[config.mk]
export PLATFORM = sky130hd
export DESIGN_NAME = key_value_line_tokenizer_flat
export DESIGN_NICKNAME = d
export VERILOG_FILES = /design/src/sv/kvt_pkg.sv /design/src/sv/kvt_if.sv /design/src/sv/key_value_line_tokenizer.sv /design/src/flat_wrapper.sv
export SDC_FILE = /design/constraint.sdc
export NUM_CORES = 1
export LEC_CHECK = 0
export BUFFER_PORTS_ARGS = -buffer_cell sky130_fd_sc_hd__buf_4
export CAP_MARGIN = 30
export CORE_ASPECT_RATIO = 0.75
export CORE_MARGIN = 5
export CORE_UTILIZATION = 59
export CTS_BUF_LIST = sky130_fd_sc_hd__clkbuf_4 sky130_fd_sc_hd__clkbuf_8
export CTS_CLUSTER_SIZE = 8
export DETAILED_ROUTE_END_ITERATION = 16
export PLACE_DENSITY_LB_ADDON = 0.08
export SYNTH_ARGS = -nofsm -noshare
export SYNTH_HDL_FRONTEND = slang
export SYNTH_SLANG_ARGS = --single-unit
[constraint.sdc]
create_clock -name clk -period 3.1 [get_ports clk]
set_input_delay 0.31 -clock clk [delete_from_list [all_inputs] [get_ports clk]]
set_output_delay 0.31 -clock clk [all_outputs]
set_load 0.05 [all_outputs]
[src/sv/kvt_pkg.sv]
// Shared types and constants for the key/value line tokenizer.
// No dependencies; used by the channel interfaces and the top level.
package kvt_pkg;

  localparam logic [7:0] TOKEN_LIMIT_RST = 8'd64;

  localparam logic [7:0] CH_SPACE  = 8'h20;
  localparam logic [7:0] CH_TAB    = 8'h09;
  localparam logic [7:0] CH_EQUALS = 8'h3D;
  localparam logic [7:0] CH_QUOTE  = 8'h22;
  localparam logic [7:0] CH_BSLASH = 8'h5C;

  typedef enum logic [2:0] {
    ROLE_BLANK   = 3'd0,
    ROLE_KEY     = 3'd1,
    ROLE_EQUALS  = 3'd2,
    ROLE_OPEN    = 3'd3,
    ROLE_VALUE   = 3'd4,
    ROLE_ESC     = 3'd5,
    ROLE_CLOSE   = 3'd6,
    ROLE_IGNORED = 3'd7
  } role_t;

  typedef enum logic [1:0] {
    STAT_OK        = 2'd0,
    STAT_TOO_MANY  = 2'd1,
    STAT_BAD_ESC   = 2'd2,
    STAT_OPEN_QUOTE = 2'd3
  } status_t;

  typedef enum logic [5:0] {
    MODE_BETWEEN  = 6'b000001,
    MODE_KEY      = 6'b000010,
    MODE_AFTER_EQ = 6'b000100,
    MODE_BARE     = 6'b001000,
    MODE_QUOTED   = 6'b010000,
    MODE_ESCAPE   = 6'b100000
  } mode_t;

  typedef struct packed {
    role_t      role;
    logic [7:0] token_index;
    logic       token_start;
    logic [7:0] data_byte;
    logic       data_valid;
    logic       line_done;
    status_t    status;
    logic [7:0] token_count;
  } res_t;

endpackage

[src/sv/kvt_if.sv]
// Valid/ready channel interfaces for the tokenizer: input bytes, results,
// and the configuration write channel. Depends on kvt_pkg.
interface kvt_in_if;
  logic       valid;
  logic       ready;
  logic [7:0] ch;
  logic       line_end;
  modport source (output valid, ch, line_end, input ready);
  modport sink   (input valid, ch, line_end, output ready);
endinterface

interface kvt_out_if;
  logic              valid;
  logic              ready;
  kvt_pkg::role_t    role;
  logic [7:0]        token_index;
  logic              token_start;
  logic [7:0]        data_byte;
  logic              data_valid;
  logic              line_done;
  kvt_pkg::status_t  status;
  logic [7:0]        token_count;
  modport source (output valid, role, token_index, token_start, data_byte, data_valid,
                  line_done, status, token_count, input ready);
  modport sink   (input valid, role, token_index, token_start, data_byte, data_valid,
                  line_done, status, token_count, output ready);
endinterface

interface kvt_cfg_if;
  logic       valid;
  logic       ready;
  logic [7:0] data;
  modport source (output valid, data, input ready);
  modport sink   (input valid, data, output ready);
endinterface

[src/sv/key_value_line_tokenizer.sv]
// Key[=value] line tokenizer: top level with input register, scan logic
// and result register. Depends on kvt_pkg and the interfaces in kvt_if.sv.
//
// Usage:
//   in_chan  - one item per transfer: a byte of the line (ch), or line_end
//              set to close the line. The block takes one item every cycle while out_chan takes its results.
//   out_chan - exactly one result per input item, in order: role, token
//              index, resolved key/value byte, and status/count at line end.
//   cfg_chan - writes the token limit (reset 64); write only while the block
//              is idle. Always ready.
// Each item passes through the input register and then the result register
// before its result is offered on out_chan.
// Throughput: one item per cycle while out_chan takes each result, set by the
// combinational scan-mode update between the input register and the result register.
// Stall: when out_chan is held off, the result register holds, the input
// register fills, and in_chan.ready drops until the result is taken.
// Reset: synchronous active-low rst_n empties both registers and returns
// the scanner to the between-tokens state with no tokens and no error.
// A line_end item returns the scanner to that same state for the next line.
module key_value_line_tokenizer (
  input  logic       clk,
  input  logic       rst_n,
  kvt_in_if.sink     in_chan,
  kvt_out_if.source  out_chan,
  kvt_cfg_if.sink    cfg_chan
);

  // input register
  logic             s1_valid_r;
  logic [7:0]       s1_ch_r;
  logic             s1_end_r;

  // scan state
  kvt_pkg::mode_t   mode_r, mode_nxt;
  logic [7:0]       tokens_r, tokens_nxt;
  kvt_pkg::status_t err_r, err_nxt;
  logic [7:0]       tok_limit_r;

  // result register
  logic             out_valid_r;
  kvt_pkg::res_t    res_r, res_nxt;

  logic             advance;
  logic             blank;
  logic [7:0]       cur_idx;

  assign advance       = s1_valid_r && (!out_valid_r || out_chan.ready);
  assign in_chan.ready = !s1_valid_r || advance;
  assign cfg_chan.ready = 1'b1;

  assign blank   = (s1_ch_r == kvt_pkg::CH_SPACE) || (s1_ch_r == kvt_pkg::CH_TAB);
  assign cur_idx = (tokens_r == 8'd0) ? 8'd0 : tokens_r - 8'd1;

  always_comb begin
    res_nxt    = '0;
    res_nxt.role = kvt_pkg::ROLE_IGNORED;
    mode_nxt   = mode_r;
    tokens_nxt = tokens_r;
    err_nxt    = err_r;
    if (s1_end_r) begin
      res_nxt.role        = kvt_pkg::ROLE_BLANK;
      res_nxt.line_done   = 1'b1;
      res_nxt.token_count = tokens_r;
      if (err_r != kvt_pkg::STAT_OK) begin
        res_nxt.status = err_r;
      end else if (mode_r == kvt_pkg::MODE_QUOTED || mode_r == kvt_pkg::MODE_ESCAPE) begin
        res_nxt.status = kvt_pkg::STAT_OPEN_QUOTE;
      end
      mode_nxt   = kvt_pkg::MODE_BETWEEN;
      tokens_nxt = 8'd0;
      err_nxt    = kvt_pkg::STAT_OK;
    end else if (err_r == kvt_pkg::STAT_OK) begin
      unique case (mode_r)
        kvt_pkg::MODE_KEY: begin
          if (blank) begin
            res_nxt.role = kvt_pkg::ROLE_BLANK;
            mode_nxt     = kvt_pkg::MODE_BETWEEN;
          end else if (s1_ch_r == kvt_pkg::CH_EQUALS) begin
            res_nxt.role        = kvt_pkg::ROLE_EQUALS;
            res_nxt.token_index = cur_idx;
            mode_nxt            = kvt_pkg::MODE_AFTER_EQ;
          end else begin
            res_nxt.role        = kvt_pkg::ROLE_KEY;
            res_nxt.token_index = cur_idx;
            res_nxt.data_byte   = s1_ch_r;
            res_nxt.data_valid  = 1'b1;
          end
        end
        kvt_pkg::MODE_AFTER_EQ: begin
          if (blank) begin
            res_nxt.role = kvt_pkg::ROLE_BLANK;
            mode_nxt     = kvt_pkg::MODE_BETWEEN;
          end else if (s1_ch_r == kvt_pkg::CH_QUOTE) begin
            res_nxt.role        = kvt_pkg::ROLE_OPEN;
            res_nxt.token_index = cur_idx;
            mode_nxt            = kvt_pkg::MODE_QUOTED;
          end else begin
            res_nxt.role        = kvt_pkg::ROLE_VALUE;
            res_nxt.token_index = cur_idx;
            res_nxt.data_byte   = s1_ch_r;
            res_nxt.data_valid  = 1'b1;
            mode_nxt            = kvt_pkg::MODE_BARE;
          end
        end
        kvt_pkg::MODE_BARE: begin
          if (blank) begin
            res_nxt.role = kvt_pkg::ROLE_BLANK;
            mode_nxt     = kvt_pkg::MODE_BETWEEN;
          end else begin
            res_nxt.role        = kvt_pkg::ROLE_VALUE;
            res_nxt.token_index = cur_idx;
            res_nxt.data_byte   = s1_ch_r;
            res_nxt.data_valid  = 1'b1;
          end
        end
        kvt_pkg::MODE_QUOTED: begin
          res_nxt.token_index = cur_idx;
          if (s1_ch_r == kvt_pkg::CH_BSLASH) begin
            res_nxt.role = kvt_pkg::ROLE_ESC;
            mode_nxt     = kvt_pkg::MODE_ESCAPE;
          end else if (s1_ch_r == kvt_pkg::CH_QUOTE) begin
            res_nxt.role = kvt_pkg::ROLE_CLOSE;
            mode_nxt     = kvt_pkg::MODE_BETWEEN;
          end else begin
            res_nxt.role       = kvt_pkg::ROLE_VALUE;
            res_nxt.data_byte  = s1_ch_r;
            res_nxt.data_valid = 1'b1;
          end
        end
        kvt_pkg::MODE_ESCAPE: begin
          if (s1_ch_r == kvt_pkg::CH_QUOTE || s1_ch_r == kvt_pkg::CH_BSLASH) begin
            res_nxt.role        = kvt_pkg::ROLE_VALUE;
            res_nxt.token_index = cur_idx;
            res_nxt.data_byte   = s1_ch_r;
            res_nxt.data_valid  = 1'b1;
            mode_nxt            = kvt_pkg::MODE_QUOTED;
          end else begin
            // drop the byte and hold the error to line end
            err_nxt = kvt_pkg::STAT_BAD_ESC;
          end
        end
        default: begin
          // between tokens: a non-blank byte opens a token if the limit allows
          mode_nxt = kvt_pkg::MODE_BETWEEN;
          if (blank) begin
            res_nxt.role = kvt_pkg::ROLE_BLANK;
          end else if (tokens_r >= tok_limit_r) begin
            err_nxt = kvt_pkg::STAT_TOO_MANY;
          end else begin
            res_nxt.token_index = tokens_r;
            res_nxt.token_start = 1'b1;
            tokens_nxt          = tokens_r + 8'd1;
            if (s1_ch_r == kvt_pkg::CH_EQUALS) begin
              res_nxt.role = kvt_pkg::ROLE_EQUALS;
              mode_nxt     = kvt_pkg::MODE_AFTER_EQ;
            end else begin
              res_nxt.role       = kvt_pkg::ROLE_KEY;
              res_nxt.data_byte  = s1_ch_r;
              res_nxt.data_valid = 1'b1;
              mode_nxt           = kvt_pkg::MODE_KEY;
            end
          end
        end
      endcase
    end
  end

  always_ff @(posedge clk) begin
    if (!rst_n) begin
      s1_valid_r   <= 1'b0;
      out_valid_r  <= 1'b0;
      mode_r       <= kvt_pkg::MODE_BETWEEN;
      tokens_r     <= 8'd0;
      err_r        <= kvt_pkg::STAT_OK;
      tok_limit_r  <= kvt_pkg::TOKEN_LIMIT_RST;
    end else begin
      if (cfg_chan.valid) begin
        tok_limit_r <= cfg_chan.data;
      end
      if (in_chan.ready) begin
        s1_valid_r <= in_chan.valid;
      end
      if (advance) begin
        out_valid_r <= 1'b1;
        mode_r      <= mode_nxt;
        tokens_r    <= tokens_nxt;
        err_r       <= err_nxt;
      end else if (out_chan.ready) begin
        out_valid_r <= 1'b0;
      end
    end
  end

  // payload registers, no reset
  always_ff @(posedge clk) begin
    if (in_chan.ready && in_chan.valid) begin
      s1_ch_r  <= in_chan.ch;
      s1_end_r <= in_chan.line_end;
    end
    if (advance) begin
      res_r <= res_nxt;
    end
  end

  assign out_chan.valid       = out_valid_r;
  assign out_chan.role        = res_r.role;
  assign out_chan.token_index = res_r.token_index;
  assign out_chan.token_start = res_r.token_start;
  assign out_chan.data_byte   = res_r.data_byte;
  assign out_chan.data_valid  = res_r.data_valid;
  assign out_chan.line_done   = res_r.line_done;
  assign out_chan.status      = res_r.status;
  assign out_chan.token_count = res_r.token_count;

  // a line end always leaves a clean scanner for the next line
  a_line_end_clears: assert property (@(posedge clk) disable iff (!rst_n)
    advance && s1_end_r |=> tokens_r == 8'd0 && err_r == kvt_pkg::STAT_OK &&
                            mode_r == kvt_pkg::MODE_BETWEEN)
    else $error("scanner state not cleared after line end");

  // an error sticks until the line ends
  a_error_sticky: assert property (@(posedge clk) disable iff (!rst_n)
    err_r != kvt_pkg::STAT_OK && !(advance && s1_end_r) |=> err_r == $past(err_r))
    else $error("error code changed before line end");

  // only key and value bytes carry data
  a_data_role: assert property (@(posedge clk) disable iff (!rst_n)
    out_valid_r && res_r.data_valid |->
      res_r.role == kvt_pkg::ROLE_KEY || res_r.role == kvt_pkg::ROLE_VALUE)
    else $error("data byte on a role that carries none");

endmodule

[src/flat_wrapper.sv]
// flat-port wrapper written by rule: the top's interface ports become plain ports
module key_value_line_tokenizer_flat 
  (clk, rst_n, in_chan_valid, in_chan_ch, in_chan_line_end, in_chan_ready, out_chan_valid, out_chan_role, out_chan_token_index, out_chan_token_start, out_chan_data_byte, out_chan_data_valid, out_chan_line_done, out_chan_status, out_chan_token_count, out_chan_ready, cfg_chan_valid, cfg_chan_data, cfg_chan_ready);
  kvt_in_if in_chan_i ();
  kvt_out_if out_chan_i ();
  kvt_cfg_if cfg_chan_i ();
  input  logic clk;
  input  logic rst_n;
  input wire logic [$bits(in_chan_i.valid)-1:0] in_chan_valid;
  input wire logic [$bits(in_chan_i.ch)-1:0] in_chan_ch;
  input wire logic [$bits(in_chan_i.line_end)-1:0] in_chan_line_end;
  output wire logic [$bits(in_chan_i.ready)-1:0] in_chan_ready;
  output wire logic [$bits(out_chan_i.valid)-1:0] out_chan_valid;
  output wire logic [$bits(out_chan_i.role)-1:0] out_chan_role;
  output wire logic [$bits(out_chan_i.token_index)-1:0] out_chan_token_index;
  output wire logic [$bits(out_chan_i.token_start)-1:0] out_chan_token_start;
  output wire logic [$bits(out_chan_i.data_byte)-1:0] out_chan_data_byte;
  output wire logic [$bits(out_chan_i.data_valid)-1:0] out_chan_data_valid;
  output wire logic [$bits(out_chan_i.line_done)-1:0] out_chan_line_done;
  output wire logic [$bits(out_chan_i.status)-1:0] out_chan_status;
  output wire logic [$bits(out_chan_i.token_count)-1:0] out_chan_token_count;
  input wire logic [$bits(out_chan_i.ready)-1:0] out_chan_ready;
  input wire logic [$bits(cfg_chan_i.valid)-1:0] cfg_chan_valid;
  input wire logic [$bits(cfg_chan_i.data)-1:0] cfg_chan_data;
  output wire logic [$bits(cfg_chan_i.ready)-1:0] cfg_chan_ready;
  assign in_chan_i.valid = in_chan_valid;
  assign in_chan_i.ch = in_chan_ch;
  assign in_chan_i.line_end = in_chan_line_end;
  assign in_chan_ready = in_chan_i.ready;
  assign out_chan_valid = out_chan_i.valid;
  assign out_chan_role = out_chan_i.role;
  assign out_chan_token_index = out_chan_i.token_index;
  assign out_chan_token_start = out_chan_i.token_start;
  assign out_chan_data_byte = out_chan_i.data_byte;
  assign out_chan_data_valid = out_chan_i.data_valid;
  assign out_chan_line_done = out_chan_i.line_done;
  assign out_chan_status = out_chan_i.status;
  assign out_chan_token_count = out_chan_i.token_count;
  assign out_chan_i.ready = out_chan_ready;
  assign cfg_chan_i.valid = cfg_chan_valid;
  assign cfg_chan_i.data = cfg_chan_data;
  assign cfg_chan_ready = cfg_chan_i.ready;
  key_value_line_tokenizer u_core (.clk(clk), .rst_n(rst_n), .in_chan(in_chan_i), .out_chan(out_chan_i), .cfg_chan(cfg_chan_i));
endmodule
# == Word-level counts from Yosys, hierarchy flattened ==
# Cells that the tools add are included.
# word_totals
register_bits,67
in_bits,22
output_inout_bits,35
wordCells,119
# op_classes
addsub,2
n_lt_le_gt_ge,1
eq_ne,20
n_mux,57
bitwise,1
n_reduce_logical,22
# ops
op,count
$mux 8,9
$mux 6,11
$mux 9,7
$pmux 11 s5,1
$pmux 9 s5,1
$mux 21,2
$pmux 6 s5,1
$eq 8x6->1 const B,3
$mux 11,2
$mux 10,2
$mux 2,10
$mux 18,1
$mux 3,5
$reduce_and 6->1,2
$ne 3x2->1 const B,3
$add 8x1->8 const B,1
$eq 8x4->1 const B,1
$eq 8x7->1 const B,1
$ge 8x8->1,1
$logic_not 8->1,1
$ne 2x1->1 const B,4
$reduce_or 8->1,1
$sub 8x1->8 const B,1
$eq 6x2->1 const B,1
other kinds (21),31

# == Logic depth before layout (Yosys ltp) ==
# Gate-level depths: netlist (run 1).
# logic_depth
depth_word,7
ltp_mapped,10
ltp_nobuf,8

# == Worst setup path before layout (run 1) ==
# No wires, ideal clock.
# synth_path
path_type,reg2reg
startpoint,register u_core.s1_ch_r[0]
endpoint,"register u_core.res_r, in the netlist u_core.out_chan.token_index[4] (data pin)"
setup_ns,0.257
arrival_time_ns,2.573
required_time_ns,2.843
path_slack_ns,0.270
stages_incl_launch_ff,7
n_path_buf,1
synth_period_minus_slack_ns,2.830
cell_sequence,edfxtp_1 > or4_4 > or4_4 > and3_4 > or4_4 > buf_6 > a32o_1
# synth_via
elab_chain_len,4
word_cells_on_any_way,12
classes_between,eq/ne (4); mux (6); reduce/logical (2)
# synth_rtl
item,line,source
"start, declared",key_value_line_tokenizer.sv:30,logic [7:0] s1_ch_r;
"start signal, assigned",key_value_line_tokenizer.sv:197,s1_ch_r <= in_chan.ch;
"$eq 8x6->1, or another cell as far along",key_value_line_tokenizer.sv:51,assign blank = (s1_ch_r == kvt_pkg::CH_SPACE) || (s1_ch_r == kvt_pkg::CH_TAB);
$logic_or 1x1->1 (on tied branches),"key_value_line_tokenizer.sv:51, key_value_line_tokenizer.sv:131",
"$mux 18, or another cell as far along",key_value_line_tokenizer.sv:145,if (blank) begin
$pmux 11 s5 *,key_value_line_tokenizer.sv:73,unique case (mode_r)
"end signal, assigned",key_value_line_tokenizer.sv:201,res_r <= res_nxt;
"end, declared",key_value_line_tokenizer.sv:41,"kvt_pkg::res_t res_r, res_nxt;"
# Every way passes the cells marked *; elsewhere a longest branch is shown, timed or not.
# A chain may end at the register's enable or synchronous reset.

# == Final worst setup path (run 1) ==
# layout_path
startpoint,register u_core.s1_ch_r[0]
endpoint,"register u_core.res_r, in the netlist u_core.out_chan.token_index[1] (data pin)"
# The elaborated chain is that of the path after synthesis.

==> results.json, run 1 <==
{
  "final_util_pct": 75.3,
  "max_cap_violations": 0,
  "hp-class": "in -> reg",
  "synth_area_um2": 3630,
  "grt_pass1_wl_mm": 14.5,
  "layout.cells.non_filler": 515,
  "synth_ff_type": "edfxtp_1",
  "cts_resized": 0,
  "crit_path_start_kind": "flop",
  "path_clk_slew_ns": 0.07,
  "crit_slowest_cell": "or4_4",
  "p_leak_nw": 1.78,
  "firstDrtPassIters": 5,
  "worstPathArrival_ns": 3.07,
  "finalSetupViolations": 0,
  "whs_ns": 0.132,
  "power_per_cell_area_nw_per_um2": 490,
  "syn_avg_cell_area_um2": 9.87,
  "worstPathRequired_ns": 3.19,
  "crit_end": "u_core.out_chan.token_index[1]",
  "totalWireLength_mm": 8.77,
  "skew_ns": 0.00846,
  "r2r_cells": 6,
  "ys_types": 65,
  "slew_headroom_pct": 59.9,
  "status": "finished, final reports clean",
  "place.gp.congestion": 0.933,
  "die_h_um": 78.0,
  "drtIter0Drc": 400,
  "via_count": 3158,
  "grt_setup_unrepaired": "false",
  "ys_ff_latch": 67,
  "grt-ovfl-total": 0,
  "nFillCells": 441,
  "critPathTopFamily": "simple AND/OR/NAND/NOR gates",
  "cp-end-kind": "flop",
  "startpoint": "u_core.s1_ch_r[0]",
  "critical_path_cell_count": 6,
  "grt_max_degree": 34,
  "postSynthCellCount": 368,
  "path_max_fanout": 12,
  "diodes": 0,
  "finalCritPeriodShare_pct": 96.0,
  "grt_pass1_vias": 2898,
  "dieArea_um2": 7840,
  "peakVddDrop_mv": 0.548,
  "timing.rr.start": "u_core.s1_ch_r[0]",
  "cts_tree": "yes",
  "path_class": "reg -> reg",
  "area_growth_pct": 21.9,
  "worst_slew_pin_slew_ns": 0.594,
  "track_usage_pct": 23.2,
  "cts_buffers": 9,
  "cts_hold_buf": 0,
  "antenna_found_initial": 0,
  "setup_tns_ns": 0,
  "viasPerCell": 6.13,
  "start_util_pct": 61.7,
  "cts-root-buf": "clkbuf_8",
  "wl_per_cell_um": 17.0,
  "ys_async_sr_fraction_pct": 0,
  "core_region_area_um2": 5890,
  "h-tree-depth": 3,
  "dp_hpwl_mm": 6.40,
  "clk_latency_ns": 0.35,
  "layout-drive-gt1-share_pct": 24.5,
  "r2r_setup_slack_ns": 0.12,
  "slowest_delay_ns": 0.62,
  "final_max_slew_viol_count": 0,
  "final_cell_mix": "72 x buf_4, 41 x edfxtp_1, 39 x nand2_1, 26 x dfxtp_1, 22 x nor2_1",
  "synth_warnings": 0,
  "ios": 57,
  "fp.dieW_um": 101,
  "synthesis.nets": 400,
  "final_nets": 465,
  "cp_cell_sequence": "or4_4 > or4_4 > and3_4 > or4_4 > a32oi_1 > nor2_1",
  "min_period_ns": 2.98,
  "ant_nets": 0,
  "cts.sinks": 67,
  "rows": 24,
  "drc": 0,
  "cpMostUsedCell": "or4_4",
  "postCtsSetupRepairBufs": 0,
  "dp.cells": 500,
  "finalPower_w": 0.00217,
  "final_common_cell": "buf_4",
  "r2r-end": "u_core.out_chan.token_index[1]",
  "finalHoldViolations": 0,
  "synth_edf_count": 41,
  "clockBufferDepth": 2,
  "fmax_mhz": 336,
  "cp_num_buf_inv": 0,
  "ys_seq_area_share_pct": 48.2,
  "portBuffers": 55
}
cells by family (layout without fill, tap and decap cells):
logic type,count (synthesis),in the layout,share of synthesized area [%]
AND/OR/NAND/NOR,157,157,23.9
AO/OA/AOI/OAI,85,85,16.7
flip-flops,67,67,48.2
buffers and inverters,34,103,3.86
multiplexers,12,12,3.31
adder cells (fa/ha/maj),10,10,3.44
XOR/XNOR,2,2,0.482
other,1,1,0.103
Yosys cell counts (2+ instances only):
library cell,count,area [um2]
o41ai_1,2,17.5
o21ba_2,2,20.0
nor4b_2,2,30.0
nor3_1,8,40.0
nor4_1,3,18.8
o22ai_1,2,12.5
or4_1,6,45.0
dfxtp_1,26,521
ha_1,10,125
or2_2,2,12.5
or4_4,3,33.8
a32o_1,2,20.0
nor2b_1,14,87.6
nand2_1,39,146
o311ai_0,2,17.5
a31oi_1,3,18.8
o211a_1,4,40.0
nor2_1,22,82.6
a41oi_1,2,17.5
nor3b_1,2,15.0
o31ai_1,4,30.0
and3_1,5,31.3
or3_1,4,25.0
nand2b_1,5,31.3
o211ai_1,5,37.5
inv_1,16,60.1
clkbuf_1,14,52.6
a21boi_0,3,22.5
nand3_1,17,85.1
a21oi_1,19,95.1
o21a_1,5,37.5
and2_1,13,81.3
o31a_1,2,17.5
a32oi_1,2,17.5
edfxtp_1,41,1230
xor2_1,2,17.5
o21ai_0,15,75.1
mux2i_1,12,120
and3_2,2,15.0
routing by layer:
metal,part of all wire (%),wire length [um],global-route usage [%],up-vias
li1,-,-,-,1497
met1,45,3960,34.1,1459
met2,42,3720,32.7,180
met3,11,951,7.26,22
met4,1.5,132,6.86,0
met5,0,0,0,-
how the worst min path moves through the flow:
stage | startpoint | to | slack (ns) | cells past startpoint
finish | in_chan_ch[7] | u_core.s1_ch_r[7] | 0.13 | 1
CTS | in_chan_ch[7] | u_core.s1_ch_r[7] | 0.12 | 1
detailed placement | u_core.tok_limit_r[6] | u_core.tok_limit_r[6] | 0.48 | 2
floorplan | in_chan_ch[0] | u_core.s1_ch_r[0] | 0.41 | 0
global route | in_chan_ch[7] | u_core.s1_ch_r[7] | 0.11 | 1
global placement | u_core.tok_limit_r[6] | u_core.tok_limit_r[6] | 0.48 | 2
layout make-up:
cell class	count	area (um2)	share of cell area, %
Sequential cell	67	1750	39.5
Timing Repair Buffer	72	541	12.2
Clock buffer	9	124	2.80
Inverter	16	60.1	1.36
Clock inverter	6	114	2.57
Tap cell	78	97.6	2.20
Multi-Input combinational cell	267	1740	39.3
report_power, final:
part | total, W | internal [W] | switching (W)
sequential | 0.00101 | 0.000988 | 0.0000262
clock | 0.000870 | 0.000532 | 0.000338
combinational | 0.000288 | 0.000102 | 0.000186
total | 0.00217 | 0.00162 | 0.000551
through the flow:
step | instance area [um2] | setup slack [ns]
finish | 4430 | 0.123
global route | 4430 | 0.0308
CTS | 4430 | 0.142
detailed placement | 4190 | 0.157
global placement | 4190 | 0.247
floorplan | 3630 | 0.270
sequential cells by signal (all words and copies together) (netlist names):
name	flops
u_core.err_r	2
u_core.mode_r	6
u_core.out_chan.data_byte	8
u_core.out_chan.data_valid	1
u_core.out_chan.line_done	1
u_core.out_chan.role	3
u_core.out_chan.status	2
u_core.out_chan.token_count	8
u_core.out_chan.token_index	8
u_core.out_chan.token_start	1
u_core.out_chan.valid	1
u_core.s1_ch_r	8
u_core.s1_end_r	1
u_core.s1_valid_r	1
u_core.tok_limit_r	8
u_core.tokens_r	8
No activity file was read; power rests on OpenSTA's default activity.
==> run 2, diff against run 1 <==
--- a/config.mk
+++ b/config.mk
@@ -7,9 +7,11 @@
 export LEC_CHECK = 0
 export BUFFER_PORTS_ARGS = -buffer_cell sky130_fd_sc_hd__buf_4
 export CAP_MARGIN = 30
+export CELL_PAD_IN_SITES_DETAIL_PLACEMENT = 2
+export CELL_PAD_IN_SITES_GLOBAL_PLACEMENT = 2
 export CORE_ASPECT_RATIO = 0.75
 export CORE_MARGIN = 5
-export CORE_UTILIZATION = 59
+export CORE_UTILIZATION = 37
 export CTS_BUF_LIST = sky130_fd_sc_hd__clkbuf_4 sky130_fd_sc_hd__clkbuf_8
 export CTS_CLUSTER_SIZE = 8
 export DETAILED_ROUTE_END_ITERATION = 16
==> results.json, run 2 (synthesis results as in run 1) <==
{
  "status": "finished, final reports clean",
  "crit_path_start_kind": "flop",
  "hp-class": "in -> reg",
  "path_class": "reg -> reg",
  "cts-root-buf": "clkbuf_8",
  "finalPower_w": 0.00207,
  "dpl_cell_area_um2": 4280,
  "drtIter0Drc": 177,
  "grt_pass1_wl_mm": 19.6,
  "via_count": 3234,
  "multiInputGateArea_um2": 1740,
  "cts_resized": 0,
  "grt_max_degree": 34,
  "track_usage_pct": 21.4,
  "ios": 57,
  "wl_per_cell_um": 21.6,
  "final_nets": 468,
  "peakVddDrop_mv": 0.275,
  "finalCritPeriodShare_pct": 96.6,
  "setup_tns_ns": 0,
  "max_cap_violations": 0,
  "grt_pass1_vias": 3394,
  "p_leak_nw": 1.78,
  "rows": 31,
  "final_common_cell": "buf_4",
  "cts_tree": "yes",
  "worst_slew_pin_slew_ns": 0.756,
  "dp_hpwl_mm": 9.14,
  "viasPerCell": 5.64,
  "start_util_pct": 37.8,
  "cts_buffers": 9,
  "cts.sinks": 67,
  "whs_ns": 0.122,
  "worstPathArrival_ns": 3.10,
  "layout-drive-gt1-share_pct": 25.2,
  "clockBufferDepth": 2,
  "final_cell_mix": "75 x buf_4, 41 x edfxtp_1, 39 x nand2_1, 26 x dfxtp_1, 22 x nor2_1",
  "dieArea_um2": 11900,
  "cp-end-kind": "flop",
  "path_max_fanout": 12,
  "drc": 0,
  "grt_setup_unrepaired": "false",
  "finalHoldViolations": 0,
  "final_max_slew_viol_count": 0,
  "path_clk_slew_ns": 0.08,
  "firstDrtPassIters": 4,
  "h-tree-depth": 3,
  "place.gp.congestion": 0.831,
  "cts_hold_buf": 0,
  "area_growth_pct": 23.3,
  "diodes": 0,
  "portBuffers": 55,
  "clk_latency_ns": 0.36,
  "fmax_mhz": 334,
  "nFillCells": 1089,
  "postCtsSetupRepairBufs": 0,
  "die_h_um": 95.8,
  "power_per_cell_area_nw_per_um2": 462,
  "fp.dieW_um": 124,
  "ant_nets": 0,
  "startpoint": "u_core.s1_ch_r[0]",
  "skew_ns": 0.0114,
  "min_from": "in_chan_ch[4]",
  "core_region_area_um2": 9620,
  "antenna_found_initial": 0,
  "min_period_ns": 2.99,
  "slew_headroom_pct": 49.2,
  "totalWireLength_mm": 12.4,
  "postLayoutCellArea_um2": 4480,
  "grt-ovfl-total": 0,
  "worstPathRequired_ns": 3.21,
  "finalSetupViolations": 0,
  "timing.rr.start": "u_core.s1_ch_r[0]",
  "register_area_um2": 1750
}
## run 2: cell types whose count changed in the layout (fill, tap and decap cells not counted), sizes merged
cell	previous run	this run
buf	72	75
clkinv	0	3
bufinv	3	1
## run 2: worst paths after layout
| kind | slack (ns) | to | depth (start not counted) |
|---|---|---|---|
| max | 0.11 | u_core.out_chan.token_index[1] | 6 |
| min | 0.12 | u_core.s1_ch_r[4] | 1 |
| max reg2reg | 0.11 | u_core.out_chan.token_index[1] | 6 |
| min reg2reg | 0.51 | u_core.tok_limit_r[6] | 2 |
## run 2: per-layer routing
layer  vias up  share of wire, %  track usage [%]
met3         8               4.8             5.32
met4         0              0.77             4.01
met1      1650                46             27.8
met2        77                48             36.7
met5         -                 0                0
li1       1499                 -                -
## run 2: critical path: stages (launching register included)
cell and delay (ns):
edfxtp_1 0.44, or4_4 0.60, or4_4 0.52, and3_4 0.21
or4_4 0.64, a32oi_1 0.27, nor2_1 0.07
## run 2: stage by stage
step	utilization, %	cells	setup WS (ns)
2_1_floorplan	-	368	0.270
3_3_place_gp	44.5	557	0.227
3_5_place_dp	44.5	557	0.130
4_1_cts	46.6	573	0.0885
5_1_grt	46.6	573	0.0179
6_report	46.6	573	0.105
## run 2: layout make-up
cell class	count	area share, %
Clock buffer	9	2.76
Sequential cell	67	39.1
Clock inverter	7	1.70
Multi-Input combinational cell	267	38.9
Inverter	16	1.34
Timing Repair Buffer	75	12.6
Tap cell	132	3.69
## run 2: power by group
part / leakage [nW] / internal (W) / switching, W
sequential: 0.601 / 0.000987 / 0.0000258
combinational: 1.08 / 0.000105 / 0.000205
clock: 0.0958 / 0.000375 / 0.000370
total: 1.78 / 0.00147 / 0.000602
==> run 3, diff against run 2 <==
--- a/config.mk
+++ b/config.mk
@@ -9,11 +9,10 @@
 export CAP_MARGIN = 30
 export CELL_PAD_IN_SITES_DETAIL_PLACEMENT = 2
 export CELL_PAD_IN_SITES_GLOBAL_PLACEMENT = 2
-export CORE_ASPECT_RATIO = 0.75
 export CORE_MARGIN = 5
 export CORE_UTILIZATION = 37
 export CTS_BUF_LIST = sky130_fd_sc_hd__clkbuf_4 sky130_fd_sc_hd__clkbuf_8
-export CTS_CLUSTER_SIZE = 8
+export CTS_CLUSTER_SIZE = 24
 export DETAILED_ROUTE_END_ITERATION = 16
 export PLACE_DENSITY_LB_ADDON = 0.08
 export SYNTH_ARGS = -nofsm -noshare
==> results.json, run 3 (synthesis results as in run 1) <==
{
  "status": "finished, final reports clean",
  "cts_hold_buf": 0,
  "fp.dieW_um": 109,
  "path_clk_slew_ns": 0.08,
  "min_period_ns": 2.96,
  "finalHoldViolations": 0,
  "cp-end-kind": "flop",
  "finalCritPeriodShare_pct": 95.4,
  "r2r_setup_slack_ns": 0.14,
  "cts_resized": 0,
  "path_class": "reg -> reg",
  "core_region_area_um2": 9680,
  "postCtsSetupRepairBufs": 0,
  "fmax_mhz": 338,
  "min_from": "in_chan_ch[1]",
  "final_common_cell": "buf_4",
  "worst_slew_pin_slew_ns": 0.645,
  "final_nets": 467,
  "peakVddDrop_mv": 0.228,
  "dieArea_um2": 11900,
  "viasPerCell": 5.51,
  "holdPathEnd": "u_core.s1_ch_r[1]",
  "grt-busiest-layer": "met2",
  "dp_hpwl_mm": 8.52,
  "finalSetupViolations": 0,
  "grt_pass1_vias": 3361,
  "grt_use_met1_pct": 26.4,
  "p_leak_nw": 1.79,
  "layout-drive-gt1-share_pct": 25.0,
  "worstPathRequired_ns": 3.20,
  "place.gp.congestion": 0.896,
  "firstDrtPassIters": 4,
  "die_h_um": 109,
  "drtIter0Drc": 125,
  "finalPower_w": 0.00215,
  "rows": 36,
  "hp-class": "in -> reg",
  "grt_setup_unrepaired": "false",
  "path_max_fanout": 12,
  "clk_latency_ns": 0.36,
  "clockBufferDepth": 2,
  "h-tree-depth": 3,
  "timing.rr.start": "u_core.s1_ch_r[0]",
  "portBuffers": 55,
  "crit_path_start_kind": "flop",
  "grtUsageMet2_pct": 33.6,
  "area_growth_pct": 23.8,
  "whs_ns": 0.126,
  "final_cell_mix": "74 x buf_4, 41 x edfxtp_1, 39 x nand2_1, 26 x dfxtp_1, 22 x nor2_1",
  "wl_per_cell_um": 19.5,
  "dp.cells": 557,
  "worstPathArrival_ns": 3.06,
  "antenna_found_initial": 0,
  "track_usage_pct": 20.1,
  "final_max_slew_viol_count": 0,
  "cts_buffers": 9,
  "start_util_pct": 37.5,
  "grt_max_degree": 34,
  "totalWireLength_mm": 11.2,
  "cts_tree": "yes",
  "via_count": 3156,
  "diodes": 0,
  "max_cap_violations": 0,
  "drc": 0,
  "grt-ovfl-total": 0,
  "power_per_cell_area_nw_per_um2": 478,
  "cts.sinks": 67,
  "grt_pass1_wl_mm": 18.1,
  "nFillCells": 1032,
  "r2r-end": "u_core.out_chan.token_index[1]",
  "r2r_cells": 6,
  "setup_tns_ns": 0,
  "grt_use_met3_pct": 3.08,
  "ios": 57,
  "slew_headroom_pct": 56.6,
  "ant_nets": 0,
  "min_path_cells": 1,
  "cts-root-buf": "clkbuf_8",
  "layout.cells.non_filler": 573,
  "skew_ns": 0.0166
}
[run 3: metrics by stage]
stage	setup WS (ns)	cell area, um2	utilization [%]
6_report	0.141	4500	46.5
5_1_grt	0.0386	4500	46.5
4_1_cts	0.131	4500	46.5
3_5_place_dp	0.135	4280	44.1
3_3_place_gp	0.215	4280	44.1
2_1_floorplan	0.270	3630	-
[run 3: metal layers]
| metal | part of all wire, % | up-vias |
|---|---|---|
| met5 | 0 | - |
| li1 | - | 1496 |
| met4 | 1.2 | 0 |
| met1 | 45 | 1578 |
| met3 | 4.4 | 14 |
| met2 | 49 | 68 |
[run 3: worst max-delay path, stage by stage, from the launching register on]
cell      delay, ns
edfxtp_1       0.45
or4_4          0.60
or4_4          0.52
and3_4         0.21
or4_4          0.63
a32oi_1        0.23
nor2_1         0.07
[run 3: cell type report]
class                           count  area [um2]  share of cell area (%)
Clock inverter                      7         100                    2.22
Inverter                           16        60.1                    1.33
Clock buffer                        9         124                    2.75
Tap cell                          133         166                    3.70
Sequential cell                    67        1750                    38.9
Timing Repair Buffer               74         556                    12.3
Multi-Input combinational cell    267        1740                    38.7
[run 3: power by group]
part / total [W] / internal, W / switching [W]
sequential: 0.00102 / 0.000987 / 0.0000282
clock: 0.000836 / 0.000460 / 0.000376
combinational: 0.000298 / 0.000103 / 0.000195
[run 3: how the worst max path moves through the flow]
| stage | startpoint | to | slack [ns] | cells after the start |
|---|---|---|---|---|
| 5_1_grt | u_core.s1_ch_r[1] | u_core.out_chan.token_index[2] | 0.04 | 6 |
| 6_report | u_core.s1_ch_r[0] | u_core.out_chan.token_index[1] | 0.14 | 6 |
| 2_1_floorplan | u_core.s1_ch_r[0] | u_core.out_chan.token_index[4] | 0.27 | 6 |
| 4_1_cts | u_core.s1_ch_r[0] | u_core.out_chan.token_index[3] | 0.13 | 6 |
| 3_3_place_gp | u_core.s1_ch_r[0] | u_core.out_chan.token_index[1] | 0.22 | 6 |
| 3_5_place_dp | u_core.s1_ch_r[0] | u_core.out_chan.token_index[3] | 0.14 | 6 |
